**src/rtl/core/tsbw_pkg.sv**
```systemverilog
package tsbw_pkg;

    localparam int unsigned COORD_W = 32;
    localparam int unsigned FRAC_W  = 16;
    localparam int unsigned RGB_W   = 24;
    localparam int unsigned SIZE_W  = 9;
    localparam int unsigned CFG_IDX_W  = 3;
    localparam int unsigned CFG_DATA_W = 24;
    localparam int unsigned SLOP_AND_BASE = 3;

    typedef enum logic [1:0] {
        WRAP_BORDER = 2'd0,
        WRAP_TILE   = 2'd1,
        WRAP_CLAMP  = 2'd2,
        WRAP_SPARE  = 2'd3
    } wrap_mode_t;

    typedef enum logic [CFG_IDX_W-1:0] {
        REG_U_WRAP   = 3'd0,
        REG_V_WRAP   = 3'd1,
        REG_U_SCALE  = 3'd2,
        REG_V_SCALE  = 3'd3,
        REG_BORDER   = 3'd4,
        REG_WIDTH    = 3'd5,
        REG_HEIGHT   = 3'd6,
        REG_UNUSED   = 3'd7
    } cfg_reg_t;

    localparam logic OP_SAMPLE = 1'b0;
    localparam logic OP_WRITE  = 1'b1;

    // floor(t * scale / 256), saturated to signed 32 bits; p is the 49-bit product
    function automatic logic signed [COORD_W:0] sat_scaled(input logic signed [48:0] p);
        logic signed [40:0] q;
        begin
            q = 41'(p >>> 8);
            if (q > 41'sh0_7FFF_FFFF) begin
                sat_scaled = 33'sh0_7FFF_FFFF;
            end else if (q < -41'sh0_8000_0000) begin
                sat_scaled = -33'sh0_8000_0000;
            end else begin
                sat_scaled = q[COORD_W:0];
            end
        end
    endfunction

endpackage

```
**src/rtl/core/tsbw_coord.sv**
```systemverilog
// Per-axis coordinate path: scale (stage A), wrap + index multiply (stage B).
// Fully pipelined, two register stages, advanced by en.
module tsbw_coord
    import tsbw_pkg::*;
#(
    parameter int unsigned MAX_SIZE = 256
) (
    input  logic                            aclk,
    input  logic                            en,
    input  logic signed [COORD_W-1:0]       tex,
    input  logic [15:0]                     scale,
    input  logic [1:0]                      mode,
    input  logic [SIZE_W-1:0]               size_in_use,
    output logic                            out_border,
    output logic [$clog2(MAX_SIZE)-1:0]     idx,
    output logic                            idx_ovf,
    output logic [FRAC_W-1:0]               frac
);

    localparam int unsigned IDX_W = $clog2(MAX_SIZE);
    localparam int unsigned MS_W  = $clog2(MAX_SIZE + 1);
    localparam int unsigned PROD_W = FRAC_W + 1 + MS_W;

    logic signed [COORD_W:0] scaled_reg;
    logic [1:0]              mode_reg;
    logic [MS_W-1:0]         span_reg;
    logic                    border_reg;
    logic [PROD_W-1:0]       prod_reg;

    logic [MS_W-1:0]  size_lim;
    logic [FRAC_W:0]  c_wrapped;
    logic             c_border;
    logic signed [48:0] raw_prod;

    always_comb begin
        if (size_in_use < SIZE_W'(4)) begin
            size_lim = MS_W'(4);
        end else if (32'(size_in_use) > MAX_SIZE) begin
            size_lim = MS_W'(MAX_SIZE);
        end else begin
            size_lim = MS_W'(size_in_use);
        end
        raw_prod = 49'(tex) * $signed({33'd0, scale});
    end

    always_comb begin
        c_border  = 1'b0;
        c_wrapped = '0;
        unique case (wrap_mode_t'(mode_reg))
            WRAP_BORDER: begin
                if (scaled_reg < 0 || scaled_reg > 33'sd65536) begin
                    c_border = 1'b1;
                end
                c_wrapped = scaled_reg[FRAC_W:0];
            end
            WRAP_TILE: begin
                c_wrapped = {1'b0, scaled_reg[FRAC_W-1:0]};
            end
            WRAP_CLAMP, WRAP_SPARE: begin
                if (scaled_reg < 0) begin
                    c_wrapped = '0;
                end else if (scaled_reg > 33'sd65536) begin
                    c_wrapped = 17'h10000;
                end else begin
                    c_wrapped = scaled_reg[FRAC_W:0];
                end
            end
        endcase
    end

    always_ff @(posedge aclk) begin
        if (en) begin
            scaled_reg <= sat_scaled(raw_prod);
            mode_reg   <= mode;
            span_reg   <= size_lim - MS_W'(SLOP_AND_BASE);
            border_reg <= c_border;
            prod_reg   <= PROD_W'(c_wrapped) * PROD_W'(span_reg);
        end
    end

    assign out_border = border_reg;
    assign frac       = prod_reg[FRAC_W-1:0];
    assign idx        = prod_reg[FRAC_W +: IDX_W];
    // unless the border flag is set, index = span at most, which is below MAX_SIZE, so the top bits stay clear
    assign idx_ovf    = |(prod_reg >> (FRAC_W + IDX_W));

endmodule

```
**config.mk**
```make
export PLATFORM = sky130hd
export DESIGN_NAME = tsbw_coord
export DESIGN_NICKNAME = d
export VERILOG_FILES = /design/src/rtl/core/tsbw_pkg.sv /design/src/rtl/core/tsbw_coord.sv
export SDC_FILE = /design/constraint.sdc
export NUM_CORES = 2
export LEC_CHECK = 0
export BUFFER_PORTS_ARGS = -buffer_cell sky130_fd_sc_hd__buf_2
export CORE_ASPECT_RATIO = 0.75
export CORE_MARGIN = 1.5
export CORE_UTILIZATION = 40
export DETAILED_ROUTE_END_ITERATION = 6
export PLACE_DENSITY = 0.55
export SYNTH_ARGS = -nofsm -noshare
export SYNTH_HDL_FRONTEND = slang
export SYNTH_SLANG_ARGS = --single-unit
```
**constraint.sdc**
```tcl
create_clock -name aclk -period 10 [get_ports aclk]
set_input_delay 0.5 -clock aclk [delete_from_list [all_inputs] [get_ports aclk]]
set_output_delay 0.5 -clock aclk [all_outputs]
set_load 0.1 [all_outputs]
```
==> out/results.ini <==
[worst_hold_path]
min-delay-start=mode[0]
holdPathStages=1
min_to=mode_reg[0]$_DFFE_PP_
min_path_type=in2reg

[floorplanning]
io_pins=87
row_count=80
start_util_pct=40.4
chipHeight_microns=222
dieArea_sq_mm=0.0656
coreArea_sq_mm=0.0635
die_x_microns=295

[cts]
cts-root-buf=clkbuf_16
clock_latency_ns=0.37
cts_tree=done
cts_buffers=9
post_cts_buffers=0
clkTransAtPathRegs_ns=0.06
cts-htree-levels=3
cts.hold.buffers_added=0
ctsLongestPathBuffers=2
clock-sinks=71
post_cts_resized=0

[global_route]
overflow=0
grt_pass1_vias=19900
track_usage_pct=20.7
antenna_found_initial=0
grt_first_pass_wirelength_mm=107
grt_max_degree=72

[final_layout]
num-nets-final=3571
fillers=6364
area_delta_synth_final_pct=5.00
largest_register_ffs=33
drive_above_1_share_pct=6.41

[synthesis]
synthCells=2778
yosys-top-cells-area=fa_1 (46%), inv_1 (11%), edfxtp_1 (8.3%), ha_1 (7.9%), and2_1 (6.2%)
synth.net_count=3594
yosysTopAreaCellShare_pct=46.3
synth_cell_types=66
ys_seq_area_share_pct=8.32
synth_ff_type=edfxtp_1
avgSynthCellArea_sq_um=9.22
synth_warnings=0
synth_edf_count=71
async_reset_ff_share_pct=0
ys_seq_elements=71
yosysTopAreaCell=fa_1
synth_area_sq_mm=0.0256

[timing]
worstMarginPinSlew_ns=0.955
relSlewSlack_pct=36.3
fmax_mhz=120
final_max_slew_viol_count=0
final_hold_viol_count=0
finalSetupTns_ns=0
whs_ns=0.306
timing.final.crit_share_pct=83.6
fin_ws_ns=1.64
finClkSkew_ns=0.00809
rsz0062_at_grt=false
min_period_ns=8.36
finalSetupViolCount=0

[drt]
avgViaCountPerCell=4.94
drt_first_pass_iters=5
ant_nets=0
drt-initial-drc-count=912
wire_per_inst_microns=17.4
routed_wl_mm=62.9
drc=0
route.vias.total=17900

[run_status]
status=complete, no violations

[critical_path]
worstPathMaxFanout=31
reg2reg_slack_ns=2.05
arrival_ns=8.46
r2r_end=prod_reg[24]$_DFFE_PP_
worstSetupPathType=in2reg
crit_required_ns=10.10
r2r_cells=26
critPathLaunchType=primary input
r2r-start=scaled_reg[6]$_SDFFCE_PN1P_
end_kind=register

[placement]
dp_hpwl_mm=51.0
io_buffers=86
dp_slack_ns=1.29
place.gp.congestion=0.863

[flow_run]
max-cap-violations=0

## layout make-up
cell class                 instances  area [sq um]  share of cell area (%)
antenna                            1          2.50                 0.00930
clock buffer                       9           225                   0.837
clock inverter                     7          57.6                   0.214
inverter                         718          2700                    10.0
multi-input combinational       1852         20100                    74.9
sequential                        71          2130                    7.93
tap                              861          1080                    4.01
timing repair buffer             103           561                    2.08
## logic make-up (layout without fill, tap and decap cells)
family / after synthesis / after routing / synth area share (%)
flip-flops: 71 / 71 / 8.32
AND/OR/NAND/NOR: 830 / 830 / 16.3
AO/OA/AOI/OAI: 198 / 198 / 5.65
XOR/XNOR: 69 / 69 / 2.36
buffers and inverters: 855 / 837 / 13.1
other: 0 / 1 / 0
adder cells (fa/ha/maj): 755 / 755 / 54.3
## worst max-delay path by stage
| stage | from | endpoint | slack [ns] | cells after the start |
|---|---|---|---|---|
| after floorplan | tex[6] | scaled_reg[29]$_SDFFCE_PN1P_ | 2.31 | 25 |
| after global placement | scale[8] | scaled_reg[9]$_SDFFCE_PN1P_ | 1.37 | 26 |
| after detailed placement | scale[8] | scaled_reg[9]$_SDFFCE_PN1P_ | 1.29 | 26 |
| after CTS | scale[8] | scaled_reg[9]$_SDFFCE_PN1P_ | 1.66 | 26 |
| after global routing | scale[8] | scaled_reg[9]$_SDFFCE_PN1P_ | 1.21 | 26 |
| final | scale[8] | scaled_reg[9]$_SDFFCE_PN1P_ | 1.64 | 26 |
## per-layer routing
layer  vias to the layer above  GRT usage [%]  part of all wire, %
li1                       8132              -                    -
met1                      9212           29.7                   47
met2                       473           33.8                   47
met3                        60           3.31                  5.7
met4                         0           3.09                  1.2
met5                         -              0                    0
## cell usage after synthesis (3+ instances only)
| library cell | n |
|---|---|
| nor3_1 | 15 |
| a22oi_1 | 3 |
| nor2_1 | 35 |
| o21ai_0 | 24 |
| xor2_1 | 24 |
| ha_1 | 162 |
| nand4_1 | 4 |
| or2_2 | 3 |
| and3_2 | 3 |
| edfxtp_1 | 71 |
| and3_1 | 92 |
| a21oi_1 | 52 |
| nand2_1 | 367 |
| o21a_1 | 7 |
| inv_1 | 718 |
| nor2b_1 | 11 |
| o211ai_1 | 5 |
| buf_6 | 5 |
| nand3_1 | 16 |
| or3_1 | 5 |
| nand2b_1 | 4 |
| fa_1 | 593 |
| a211oi_1 | 7 |
| nor4_1 | 9 |
| a21o_1 | 28 |
| o21ai_2 | 32 |
| xnor2_1 | 45 |
| o21ai_1 | 4 |
| and2_1 | 255 |
| o21bai_1 | 4 |
| clkbuf_1 | 101 |
| buf_4 | 27 |
| buf_1 | 3 |
| a21o_2 | 3 |
## placed cells by master (no fill, tap or decap), types with 15 or more instances in the layout
cell | netlist | layout
a21o_1 | 28 | 28
a21oi_1 | 52 | 52
and2_1 | 255 | 255
and3_1 | 92 | 92
buf_2 | 0 | 85
buf_4 | 27 | 18
edfxtp_1 | 71 | 71
fa_1 | 593 | 593
ha_1 | 162 | 162
inv_1 | 718 | 718
nand2_1 | 367 | 367
nand3_1 | 16 | 16
nor2_1 | 35 | 35
nor3_1 | 15 | 15
o21ai_0 | 24 | 24
o21ai_2 | 32 | 32
xnor2_1 | 45 | 45
xor2_1 | 24 | 24
## critical path: stages
cell and delay, ns:
buf_2 0.37, buf_4 0.40, nand2_1 0.13, fa_1 0.54, inv_1 0.05, fa_1 0.48, fa_1 0.57, fa_1 0.45
fa_1 0.51, inv_1 0.05, fa_1 0.47, inv_1 0.04, ha_1 0.36, a21o_2 0.26, a31oi_2 0.20, o2111ai_2 0.15
nor3b_2 0.27, o21ai_2 0.16, a31oi_4 0.26, o21ai_4 0.11, a311o_1 0.38, or3_1 0.36, a2111o_1 0.42, o41ai_4 0.36
buf_4 0.46, o21ai_1 0.12
## stage by stage
stage          cells  instance area (sq um)  util (%)
4_1_cts         3621                  26900      42.4
5_1_grt         3621                  26900      42.4
6_report        3622                  26900      42.4
3_5_place_dp    3605                  26600      41.9
3_3_place_gp    3605                  26600      41.9
2_1_floorplan   2778                  25600         -
Power is left out: the tool's default activity adds up to more than one toggle a clock period on the data nets, which glitch-free logic cannot reach.
